**config.mk**
```make
export PLATFORM = sky130hd
export DESIGN_NAME = kalman_distance_tracker_top
export DESIGN_NICKNAME = d
export VERILOG_FILES = /design/src/rtl/kdt_pkg.sv /design/src/rtl/kalman_distance_tracker_top.sv /design/src/rtl/kdt_divider.sv /design/src/rtl/kdt_datapath.sv /design/src/rtl/kdt_ctrl.sv
export VERILOG_INCLUDE_DIRS = /design/src /design/src/rtl
export SDC_FILE = /design/constraint.sdc
export NUM_CORES = 2
export LEC_CHECK = 0
export BUFFER_PORTS_ARGS = -buffer_cell sky130_fd_sc_hd__buf_2
export CAP_MARGIN = 20
export CORE_ASPECT_RATIO = 2
export CORE_MARGIN = 3
export CORE_UTILIZATION = 39
export DETAILED_ROUTE_END_ITERATION = 8
export PLACE_DENSITY = 0.51
export SLEW_MARGIN = 15
export SYNTH_ARGS = -nofsm -noshare
export SYNTH_HDL_FRONTEND = slang
export SYNTH_SLANG_ARGS = --single-unit
```
**constraint.sdc**
```tcl
create_clock -name clk -period 15.1 [get_ports clk]
set_input_delay 0 -clock clk [delete_from_list [all_inputs] [get_ports clk]]
set_output_delay 0 -clock clk [all_outputs]
set_load 0.05 [all_outputs]
```
**src/rtl/assert_macros.svh**
```systemverilog
// Assertion helpers for the RTL.
`ifndef ASSERT_MACROS_SVH
`define ASSERT_MACROS_SVH

// Implication checked on every rising edge outside reset.
`define ASSERT_IMPL(label, ante, cons) \
    label: assert property (@(posedge clk) disable iff (!rst_n) (ante) |-> (cons)) \
        else $error("assertion failed");

// Next-cycle implication outside reset.
`define ASSERT_NEXT(label, ante, cons) \
    label: assert property (@(posedge clk) disable iff (!rst_n) (ante) |=> (cons)) \
        else $error("assertion failed");

`endif

```
**src/rtl/kdt_pkg.sv**
```systemverilog
package kdt_pkg;

    localparam int DATA_WIDTH_DEF = 32;
    localparam int FRAC_BITS_DEF  = 16;
    localparam int CFG_WIDTH      = 32;
    localparam int IO_WIDTH       = 32;

    localparam logic [0:0] CFG_IDX_Q = 1'b0;
    localparam logic [0:0] CFG_IDX_R = 1'b1;

    localparam logic [CFG_WIDTH-1:0] Q_RESET = 32'd655;
    localparam logic [CFG_WIDTH-1:0] R_RESET = 32'd6554;

    // Datapath commands from the controller.
    typedef enum logic [3:0] {
        OP_NONE,
        OP_LOAD,     // latch input item
        OP_RESET,    // reset item: load distance and 0.1 diagonal
        OP_PREDICT,  // predict state and covariance
        OP_SEED,     // seed on first measurement
        OP_S,        // innovation variance and innovation
        OP_DIV0,     // start gain divisions
        OP_MUL,      // issue a product (index in mul_sel)
        OP_APPLY     // write corrected state
    } op_t;

    typedef struct packed {
        op_t        op;
        logic [2:0] mul_sel;
    } kdt_cmd_t;

    typedef struct packed {
        logic valid;
        logic is_reset;
        logic s_pos;
        logic div_done;
    } kdt_stat_t;

endpackage

```
**src/rtl/kalman_distance_tracker_top.sv**
```systemverilog
// Two-state constant-velocity distance tracker, signed Q16.16.
// Input channel: in_valid / in_stall with action, distance_in and
// measurement_valid. An item is taken when in_valid is high and in_stall low.
// Output channel: out_valid / out_stall with distance_estimate; one result per
// item, taken when out_valid is high and out_stall low.
// Configuration: cfg_valid / cfg_ready with cfg_index (0 = process noise,
// 1 = measurement noise) and cfg_data; write only while idle.
// Sequence: a reset item loads the distance and returns its result; a process
// item without measurement predicts, then returns. A corrected item runs two
// serial gain divisions of DATA_WIDTH+FRAC_BITS steps each on one shared
// divider, then five products, then writes the corrected state.
// One item is worked at a time; in_stall stays high until the result is taken,
// so the next item can be accepted in the cycle after that.
// A stalled result holds; the block waits for out_stall to drop.
// Reset clears the state to position 2.0, zero velocity and covariance,
// unseeded, and restores the noise registers to their defaults.
module kalman_distance_tracker_top #(
    parameter int DATA_WIDTH = kdt_pkg::DATA_WIDTH_DEF,
    parameter int FRAC_BITS  = kdt_pkg::FRAC_BITS_DEF
) (
    input  logic                                clk,
    input  logic                                rst_n,
    input  logic                                in_valid,
    output logic                                in_stall,
    input  logic                                action,
    input  logic signed [kdt_pkg::IO_WIDTH-1:0] distance_in,
    input  logic                                measurement_valid,
    output logic                                out_valid,
    input  logic                                out_stall,
    output logic signed [kdt_pkg::IO_WIDTH-1:0] distance_estimate,
    input  logic                                cfg_valid,
    output logic                                cfg_ready,
    input  logic [0:0]                          cfg_index,
    input  logic [kdt_pkg::CFG_WIDTH-1:0]       cfg_data
);
    import kdt_pkg::*;
    `include "assert_macros.svh"

    logic [CFG_WIDTH-1:0] q_reg, r_reg;
    logic                 in_fire, out_fire, busy;
    kdt_cmd_t             cmd;
    kdt_stat_t            stat;

    assign cfg_ready = 1'b1;
    assign in_stall  = busy;
    assign in_fire   = in_valid && !busy;
    assign out_fire  = out_valid && !out_stall;

    always_ff @(posedge clk or negedge rst_n)
    begin
        if (!rst_n)
        begin
            q_reg <= Q_RESET;
            r_reg <= R_RESET;
        end
        else if (cfg_valid && cfg_ready)
        begin
            case (cfg_index)
                CFG_IDX_Q: q_reg <= cfg_data;
                CFG_IDX_R: r_reg <= cfg_data;
                default:   q_reg <= q_reg;
            endcase
        end
    end

    kdt_ctrl u_ctrl (
        .clk      (clk),
        .rst_n    (rst_n),
        .in_fire  (in_fire),
        .in_busy  (busy),
        .out_pend (out_valid),
        .out_fire (out_fire),
        .stat     (stat),
        .cmd      (cmd)
    );

    kdt_datapath #(.DATA_WIDTH(DATA_WIDTH), .FRAC_BITS(FRAC_BITS)) u_dp (
        .clk       (clk),
        .rst_n     (rst_n),
        .cmd       (cmd),
        .stat      (stat),
        .q_cfg     (q_reg),
        .r_cfg     (r_reg),
        .in_action (action),
        .in_dist   (distance_in),
        .in_valid  (measurement_valid),
        .est       (distance_estimate)
    );

    `ASSERT_IMPL(a_no_accept_while_out, out_valid, in_stall)
    `ASSERT_NEXT(a_accept_busy, in_fire, in_stall)
    `ASSERT_NEXT(a_out_holds, out_valid && out_stall, out_valid && $stable(distance_estimate))

endmodule

```
**src/rtl/kdt_divider.sv**
```systemverilog
module kdt_divider #(
    parameter int DATA_WIDTH = kdt_pkg::DATA_WIDTH_DEF,
    parameter int FRAC_BITS  = kdt_pkg::FRAC_BITS_DEF,
    parameter int DEN_WIDTH  = kdt_pkg::DATA_WIDTH_DEF + 1
) (
    input  logic                         clk,
    input  logic                         rst_n,
    input  logic                         start,
    input  logic signed [DATA_WIDTH-1:0] num,
    input  logic        [DEN_WIDTH-1:0]  den,
    output logic                         done,
    output logic signed [DATA_WIDTH-1:0] quot
);
    import kdt_pkg::*;

    localparam int STEPS = DATA_WIDTH + FRAC_BITS;
    localparam int CW    = $clog2(STEPS + 1);

    logic [CW-1:0]         cnt_reg, cnt_next;
    logic                  busy_reg, busy_next;
    logic [STEPS-1:0]      sh_reg, sh_next;
    logic [DEN_WIDTH:0]    rem_reg, rem_next;
    logic [DATA_WIDTH:0]   q_reg, q_next;
    logic                  over_reg, over_next;
    logic                  neg_reg, neg_next;
    logic [DEN_WIDTH-1:0]  den_reg, den_next;
    logic [DEN_WIDTH:0]    trial;
    logic [DATA_WIDTH:0]   qs;
    logic [DATA_WIDTH:0]   lim;
    logic [DATA_WIDTH:0]   nmag;

    assign lim  = neg_reg ? ({1'b0, {DATA_WIDTH{1'b0}}} | ({{DATA_WIDTH{1'b0}}, 1'b1}
                  << (DATA_WIDTH-1)))
                          : (({{DATA_WIDTH{1'b0}}, 1'b1} << (DATA_WIDTH-1)) - 1'b1);
    assign nmag = num[DATA_WIDTH-1] ? -{num[DATA_WIDTH-1], num} : {1'b0, num};
    assign trial = {rem_reg[DEN_WIDTH-1:0], sh_reg[STEPS-1]};

    always_comb
    begin
        cnt_next  = cnt_reg;
        busy_next = busy_reg;
        sh_next   = sh_reg;
        rem_next  = rem_reg;
        q_next    = q_reg;
        over_next = over_reg;
        neg_next  = neg_reg;
        den_next  = den_reg;
        qs        = q_reg;
        if (start)
        begin
            busy_next = 1'b1;
            cnt_next  = CW'(STEPS);
            sh_next   = {nmag[DATA_WIDTH-1:0], {FRAC_BITS{1'b0}}};
            rem_next  = '0;
            q_next    = '0;
            over_next = 1'b0;
            neg_next  = num[DATA_WIDTH-1];
            den_next  = den;
        end
        else if (busy_reg)
        begin
            sh_next  = sh_reg << 1;
            rem_next = trial;
            if (!over_reg)
                qs = q_reg << 1;
            if (trial >= {1'b0, den_reg})
            begin
                rem_next = trial - {1'b0, den_reg};
                if (!over_reg)
                    qs[0] = 1'b1;
            end
            q_next = qs;
            if (qs > lim)
                over_next = 1'b1;
            cnt_next = cnt_reg - 1'b1;
            if (cnt_reg == CW'(1))
                busy_next = 1'b0;
        end
    end

    always_ff @(posedge clk or negedge rst_n)
    begin
        if (!rst_n)
        begin
            busy_reg <= 1'b0;
            cnt_reg  <= '0;
        end
        else
        begin
            busy_reg <= busy_next;
            cnt_reg  <= cnt_next;
        end
    end

    always_ff @(posedge clk)
    begin
        sh_reg   <= sh_next;
        rem_reg  <= rem_next;
        q_reg    <= q_next;
        over_reg <= over_next;
        neg_reg  <= neg_next;
        den_reg  <= den_next;
    end

    logic [DATA_WIDTH:0] qf;
    assign qf   = over_reg ? lim : q_reg;
    assign quot = neg_reg ? DATA_WIDTH'(-qf) : DATA_WIDTH'(qf);
    assign done = !busy_reg && !start;

endmodule

```
**src/rtl/kdt_datapath.sv**
```systemverilog
module kdt_datapath #(
    parameter int DATA_WIDTH = kdt_pkg::DATA_WIDTH_DEF,
    parameter int FRAC_BITS  = kdt_pkg::FRAC_BITS_DEF
) (
    input  logic                              clk,
    input  logic                              rst_n,
    input  kdt_pkg::kdt_cmd_t                 cmd,
    output kdt_pkg::kdt_stat_t                stat,
    input  logic [kdt_pkg::CFG_WIDTH-1:0]     q_cfg,
    input  logic [kdt_pkg::CFG_WIDTH-1:0]     r_cfg,
    input  logic                              in_action,
    input  logic signed [kdt_pkg::IO_WIDTH-1:0] in_dist,
    input  logic                              in_valid,
    output logic signed [kdt_pkg::IO_WIDTH-1:0] est
);
    import kdt_pkg::*;

    localparam int W  = DATA_WIDTH;
    localparam int XW = DATA_WIDTH + 36;  // room for exact sums with 32-bit regs
    localparam int MW = 2 * DATA_WIDTH;
    // a positive innovation variance fits the wider of state and register plus one bit
    localparam int SW = ((W > CFG_WIDTH) ? W : CFG_WIDTH) + 1;
    localparam logic signed [W-1:0] VMAX = {1'b0, {(W-1){1'b1}}};
    localparam logic signed [W-1:0] VMIN = {1'b1, {(W-1){1'b0}}};
    localparam longint TENTH_L = ((longint'(1) << FRAC_BITS) + 5) / 10;
    localparam longint TWO_L   = longint'(2) << FRAC_BITS;

    function automatic logic signed [W-1:0] sat(input logic signed [XW-1:0] x);
        logic signed [XW-1:0] hi;
        logic signed [XW-1:0] lo;
        begin
            hi = XW'(VMAX);
            lo = XW'(VMIN);
            if (x > hi)
                sat = VMAX;
            else if (x < lo)
                sat = VMIN;
            else
                sat = W'(x);
        end
    endfunction

    function automatic logic signed [XW-1:0] ext(input logic signed [W-1:0] x);
        ext = XW'(x);
    endfunction

    logic signed [W-1:0] pos_reg, vel_reg, p00_reg, p01_reg, p11_reg;
    logic                seeded_reg;
    logic                act_reg, mv_reg;
    logic signed [W-1:0] d_reg;
    logic signed [XW-1:0] s_reg;
    logic signed [W:0]   y_reg;
    logic signed [W-1:0] g0_reg, g1_reg;
    logic signed [W-1:0] m_reg [5];
    logic signed [XW-1:0] d_sat_src;
    logic signed [XW-1:0] qx, rx;

    assign qx = XW'($unsigned(q_cfg));
    assign rx = XW'($unsigned(r_cfg));
    assign d_sat_src = XW'(in_dist);

    // shared divider
    logic                div_start, div_sel_reg, div_done;
    logic signed [W-1:0] div_num, div_q;
    assign div_start = (cmd.op == OP_DIV0);
    assign div_num   = (cmd.mul_sel[0]) ? p01_reg : p00_reg;

    kdt_divider #(.DATA_WIDTH(DATA_WIDTH), .FRAC_BITS(FRAC_BITS), .DEN_WIDTH(SW)) u_div (
        .clk   (clk),
        .rst_n (rst_n),
        .start (div_start),
        .num   (div_num),
        .den   (SW'(s_reg)),
        .done  (div_done),
        .quot  (div_q)
    );

    // shared multiplier: signed magnitude, registered product
    logic signed [W:0]   ma, mb;
    logic [W:0]          ua, ub;
    logic [2*W+1:0]      prod;
    logic [2*W+1:0]      prod_reg;
    logic                mneg_reg;
    logic [2:0]          msel_reg;
    logic                mpend_reg;
    logic [2*W+1:0]      shp;
    logic [W:0]          mlim;
    logic signed [W-1:0] mres;

    always_comb
    begin
        case (cmd.mul_sel)
            3'd0:    begin ma = (W+1)'(g0_reg); mb = y_reg;           end
            3'd1:    begin ma = (W+1)'(g1_reg); mb = y_reg;           end
            3'd2:    begin ma = (W+1)'(g0_reg); mb = (W+1)'(p00_reg); end
            3'd3:    begin ma = (W+1)'(g0_reg); mb = (W+1)'(p01_reg); end
            default: begin ma = (W+1)'(g1_reg); mb = (W+1)'(p01_reg); end
        endcase
        ua = ma[W] ? (W+1)'(-ma) : (W+1)'(ma);
        ub = mb[W] ? (W+1)'(-mb) : (W+1)'(mb);
        prod = ua * ub;
    end

    assign shp  = prod_reg >> FRAC_BITS;
    assign mlim = mneg_reg ? (W+1)'(1) << (W-1) : ((W+1)'(1) << (W-1)) - 1'b1;
    always_comb
    begin
        logic [W:0] v;
        v = (shp > (2*W+2)'(mlim)) ? mlim : shp[W:0];
        mres = mneg_reg ? W'(-v) : W'(v);
    end

    always_ff @(posedge clk or negedge rst_n)
    begin
        if (!rst_n)
        begin
            mpend_reg  <= 1'b0;
            pos_reg    <= sat(XW'(TWO_L));
            vel_reg    <= '0;
            p00_reg    <= '0;
            p01_reg    <= '0;
            p11_reg    <= '0;
            seeded_reg <= 1'b0;
            div_sel_reg <= 1'b0;
        end
        else
        begin
            mpend_reg <= (cmd.op == OP_MUL);
            if (cmd.op == OP_DIV0)
                div_sel_reg <= cmd.mul_sel[0];
            case (cmd.op)
                OP_RESET:
                begin
                    pos_reg    <= d_reg;
                    vel_reg    <= '0;
                    p00_reg    <= sat(XW'(TENTH_L));
                    p01_reg    <= '0;
                    p11_reg    <= sat(XW'(TENTH_L));
                    seeded_reg <= 1'b1;
                end
                OP_PREDICT:
                begin
                    pos_reg <= sat(ext(pos_reg) + ext(vel_reg));
                    p00_reg <= sat(ext(p00_reg) + (ext(p01_reg) <<< 1) + ext(p11_reg) + qx);
                    p01_reg <= sat(ext(p01_reg) + ext(p11_reg));
                    p11_reg <= sat(ext(p11_reg) + qx);
                end
                OP_SEED:
                begin
                    if (mv_reg && !seeded_reg)
                    begin
                        pos_reg    <= d_reg;
                        vel_reg    <= '0;
                        seeded_reg <= 1'b1;
                    end
                end
                OP_APPLY:
                begin
                    pos_reg <= sat(ext(pos_reg) + ext(m_reg[0]));
                    vel_reg <= sat(ext(vel_reg) + ext(m_reg[1]));
                    p00_reg <= sat(ext(p00_reg) - ext(m_reg[2]));
                    p01_reg <= sat(ext(p01_reg) - ext(m_reg[3]));
                    p11_reg <= sat(ext(p11_reg) - ext(m_reg[4]));
                end
                default:
                begin
                end
            endcase
        end
    end

    always_ff @(posedge clk)
    begin
        if (cmd.op == OP_LOAD)
        begin
            act_reg <= in_action;
            mv_reg  <= in_valid;
            d_reg   <= sat(d_sat_src);
        end
        if (cmd.op == OP_S)
        begin
            s_reg <= ext(p00_reg) + rx;
            y_reg <= (W+1)'(d_reg) - (W+1)'(pos_reg);
        end
        if (div_done && cmd.op == OP_NONE)
        begin
            if (div_sel_reg)
                g1_reg <= div_q;
            else
                g0_reg <= div_q;
        end
        if (cmd.op == OP_MUL)
        begin
            prod_reg <= prod;
            mneg_reg <= ma[W] ^ mb[W];
            msel_reg <= cmd.mul_sel;
        end
        if (mpend_reg)
            m_reg[msel_reg] <= mres;
    end

    logic signed [XW-1:0] px;
    assign px  = ext(pos_reg);
    assign est = (px > XW'(32'sh7fffffff)) ? 32'sh7fffffff :
                 (px < XW'(-64'sd2147483648)) ? 32'sh80000000 : IO_WIDTH'(pos_reg);

    assign stat.valid    = mv_reg;
    assign stat.is_reset = act_reg;
    assign stat.s_pos    = (s_reg > 0);
    assign stat.div_done = div_done;

endmodule

```
**src/rtl/kdt_ctrl.sv**
```systemverilog
module kdt_ctrl (
    input  logic               clk,
    input  logic               rst_n,
    input  logic               in_fire,
    output logic               in_busy,
    output logic               out_pend,
    input  logic               out_fire,
    input  kdt_pkg::kdt_stat_t stat,
    output kdt_pkg::kdt_cmd_t  cmd
);
    import kdt_pkg::*;

    localparam logic [3:0] S_IDLE  = 4'd0;
    localparam logic [3:0] S_DISP  = 4'd1;
    localparam logic [3:0] S_PRED  = 4'd2;
    localparam logic [3:0] S_SEED  = 4'd3;
    localparam logic [3:0] S_S     = 4'd4;
    localparam logic [3:0] S_CHK   = 4'd5;
    localparam logic [3:0] S_DIV   = 4'd6;
    localparam logic [3:0] S_DIVW  = 4'd7;
    localparam logic [3:0] S_MUL   = 4'd8;
    localparam logic [3:0] S_MULW  = 4'd9;
    localparam logic [3:0] S_APPLY = 4'd10;
    localparam logic [3:0] S_OUT   = 4'd11;

    logic [3:0] state_reg, state_next;
    logic [2:0] idx_reg, idx_next;
    logic       dstart_reg;

    always_comb
    begin
        state_next = state_reg;
        idx_next   = idx_reg;
        cmd.op     = OP_NONE;
        cmd.mul_sel = idx_reg;
        case (state_reg)
            S_IDLE:
            begin
                if (in_fire)
                begin
                    cmd.op     = OP_LOAD;
                    state_next = S_DISP;
                end
            end
            S_DISP:
            begin
                if (stat.is_reset)
                begin
                    cmd.op     = OP_RESET;
                    state_next = S_OUT;
                end
                else
                begin
                    cmd.op     = OP_PREDICT;
                    state_next = S_SEED;
                end
            end
            S_SEED:
            begin
                cmd.op     = OP_SEED;
                state_next = stat.valid ? S_S : S_OUT;
            end
            S_S:
            begin
                cmd.op     = OP_S;
                state_next = S_CHK;
            end
            S_CHK:
            begin
                idx_next   = 3'd0;
                state_next = stat.s_pos ? S_DIV : S_OUT;
            end
            S_DIV:
            begin
                cmd.op     = OP_DIV0;
                state_next = S_DIVW;
            end
            S_DIVW:
            begin
                // done rises once the division steps are through; the quotient is latched on OP_NONE
                if (stat.div_done && !dstart_reg)
                begin
                    if (idx_reg == 3'd0)
                    begin
                        idx_next   = 3'd1;
                        state_next = S_DIV;
                    end
                    else
                    begin
                        idx_next   = 3'd0;
                        state_next = S_MUL;
                    end
                end
            end
            S_MUL:
            begin
                cmd.op     = OP_MUL;
                state_next = S_MULW;
            end
            S_MULW:
            begin
                if (idx_reg == 3'd4)
                    state_next = S_APPLY;
                else
                begin
                    idx_next   = idx_reg + 3'd1;
                    state_next = S_MUL;
                end
            end
            S_APPLY:
            begin
                cmd.op     = OP_APPLY;
                state_next = S_OUT;
            end
            S_OUT:
            begin
                if (out_fire)
                    state_next = S_IDLE;
            end
            default:
                state_next = S_IDLE;
        endcase
    end

    always_ff @(posedge clk or negedge rst_n)
    begin
        if (!rst_n)
        begin
            state_reg  <= S_IDLE;
            idx_reg    <= '0;
            dstart_reg <= 1'b0;
        end
        else
        begin
            state_reg  <= state_next;
            idx_reg    <= idx_next;
            dstart_reg <= (cmd.op == OP_DIV0);
        end
    end

    assign in_busy  = (state_reg != S_IDLE);
    assign out_pend = (state_reg == S_OUT);

endmodule
```
==> reports/qor.csv <==
stage,metric,value,unit
sta,rsz0062_at_grt,false,
sta,finalMaxSlewViolations,0,
sta,final.setup.worst_slack,1.19,ns
clock_tree,clk_latency,0.78,ns
clock_tree,clockRootBuffer,clkbuf_16,
finish,mostFrequentLayoutCell,inv_1,
clock_tree,cts_resized,0,
floorplanning,ioPinCount,107,
yosys,synth-edff-count,445,
placed_design,post-place-ws,1.40,ns
finish,largest_reg_flops,160,
yosys,synth_flop_cell,edfxtp_1,
yosys,syn_area_per_cell,9.08,sq um
setup_path,critical_path.max_stage_delay,0.83,ns
sta,fin_crit,13.91,ns
yosys,synthArstFlopShare,32.1,%
setup_path,critPathSlowestCell,xor2_1,
yosys,yosysSeqAreaShare,23.3,%
global_routing,grt_util_all_layers,35.2,%
setup_path,crit_type,register to register,
yosys,synth_cell_types,104,
finish,final_cell_mix,"inv_1 (1351), fa_1 (1002), nand2_1 (1001)",
setup_path,crit_path_end_kind,register,
floorplanning,die_w,344,um
finish,final_nets,11900,
setup_path,crit_arrival,14.42,ns
clock_tree,cts_sinks,754,
sta,max_slew_margin,8.92,%
finish,area_growth,11.3,%
placed_design,place_hpwl,328,mm
detailed_routing,ant_nets,0,
yosys,synthesis.instances,9838,
detailed_routing,drt-initial-drc-count,5226,
clock_tree,cts_inserted_buffers,83,
finish,utilization,43.8,%
detailed_routing,wl_per_cell,31.3,um
detailed_routing,vias,76200,
global_routing,grt_max_degree,129,
sta,tightest_slew,1.37,ns
detailed_routing,wl,410,mm
setup_path,cp_common_cell,fa_1,
clock_tree,cts_tree,yes,
placed_design,io_buffers,105,
sta,fmax,0.0719,GHz
global_routing,grt_pass1_vias,80600,
setup_path,cp.required,15.60,ns
finish,post_route_cells_drive_above_1_share,8.22,%
floorplanning,row_count,247,
clock_tree,h-tree-depth,3,
sta,setup_viol,0,
flow_run,maxCapViolations,0,
outcome,status,finished clean,
yosys,syn_area,89300,sq um
yosys,synth_seq_cells,754,
hold_path,hold_class,primary input to register,
clock_tree,clkTransAtPathRegs,0.07,ns
yosys,yosys_warnings,0,
clock_tree,post_cts_buffers,0,
clock_tree,clockBufferDepth,3,
floorplanning,core,227000,sq um
sta,period_share,92.1,%
floorplanning,dieArea,235000,sq um
sta,skew,0.0718,ns
floorplanning,die_h,683,um
detailed_routing,drc_errors,0,
global_routing,grt_pass1_wl,578,mm
setup_path,crit_fanout,49,
placed_design,placed_cells,12800,
detailed_routing,dr.pass1.iters,6,
sta,finalSetupTns,0,ns
placed_design,gp_congestion,1.05,
global_routing,antenna_found_initial,52,
global_routing,grt.overflow.total,0,
floorplanning,start_util,39.3,%
setup_path,crit_path_start_kind,register,
finish,fin_cells,13100,
detailed_routing,viasPerCell,5.81,
sta,hold_violations,0,
==> critical path: cells and delay by family (launching register included) <==
| kind | cells | cell delay [ns] |
|---|---|---|
| compound gates | 7 | 2.23 |
| simple gates | 14 | 3.52 |
| fa+ha+maj | 10 | 4.66 |
| xor+xnor | 2 | 0.96 |
| mux | 1 | 0.45 |
| buf+inv | 10 | 1.41 |
| flops | 1 | 0.37 |
==> cells by family after synthesis <==
kind of cell               synth area share, %
and+or+nand+nor                           13.6
adders and majority gates                 33.1
xor gates and xnor gates                  5.56
DFF                                       23.3
other                                  0.00841
muxes                                     2.00
AOI/OAI and AO/OA                         15.0
buffers and inverters                     7.56
==> area by class of cell <==
type	instances	area [sq um]
fill	22300	128000
multi-input combinational	7340	62800
sequential	754	20800
inverter	1355	5090
timing repair buffer	513	3950
tap	2988	3740
clock buffer	93	2150
clock inverter	63	870
antenna	23	57.6
==> final timing paths <==
kind	cells after the start	to	start	slack, ns
worst max-delay path	44	u_dp.prod_reg[65]$_DFFE_PP_	u_ctrl.idx_reg[0]$_DFFE_PN0P_	1.19
worst min-delay path	2	u_dp.mv_reg$_DFFE_PN_	measurement_valid	0.05
worst max register to register	44	u_dp.prod_reg[65]$_DFFE_PP_	u_ctrl.idx_reg[0]$_DFFE_PN0P_	1.19
worst min register to register	0	u_dp.u_div.den_reg[20]$_DFFE_PP_	u_dp.s_reg[20]$_DFFE_PN_	0.45
max in group asynchronous	4	u_dp.pos_reg[5]$_DFFE_PN0P_	rst_n	13.56
min in group asynchronous	3	q_reg[1]$_DFFE_PN1P_	rst_n	0.57
==> timing repair <==
action,in CTS,in global routing
endpoints found under the setup margin,0,0
hold buffers,108,0
endpoints found under the hold margin,196,0
==> cell usage after synthesis, drive strengths merged (79+ instances only) <==
cell type  number  area [sq um]
o21ai         413          2070
fa           1002         20100
xnor2         355          3170
mux2i          95           955
edfxtp        445         13400
nor2          961          3610
dfrtp         228          5710
nor2b          99           627
a21o          274          2060
xor2          205          1800
o211ai         82           616
a21oi         596          3000
nand2        1004          3770
a22oi          79           593
inv          1353          5080
ha            756          9460
nand2b        105           659
clkbuf        370          1390
nand3         130           651
nor3          146           731
==> stage by stage <==
| step | instance area, sq um | hold WS, ns |
|---|---|---|
| final | 99400 | 0.0546 |
| after CTS | 99200 | 0.0234 |
| after floorplan | 89400 | -0.296 |
| after global placement | 95000 | 0.0292 |
| after detailed placement | 95000 | 0.0309 |
| after global routing | 99400 | 0.0511 |
==> per-layer routing <==
layer | part of all wire [%] | track usage (%) | wire length (um) | vias to the layer above
li1 | - | - | - | 33400
met4 | 14 | 39.3 | 58800 | 32
met3 | 5.5 | 6.81 | 22600 | 1526
met1 | 30 | 31.8 | 123000 | 38200
met2 | 50 | 61.8 | 206000 | 3108
met5 | 0.050 | 0 | 207 | -
Power is left out: the tool's default activity adds up to more than one toggle a clock period on the data nets, which glitch-free logic cannot reach.
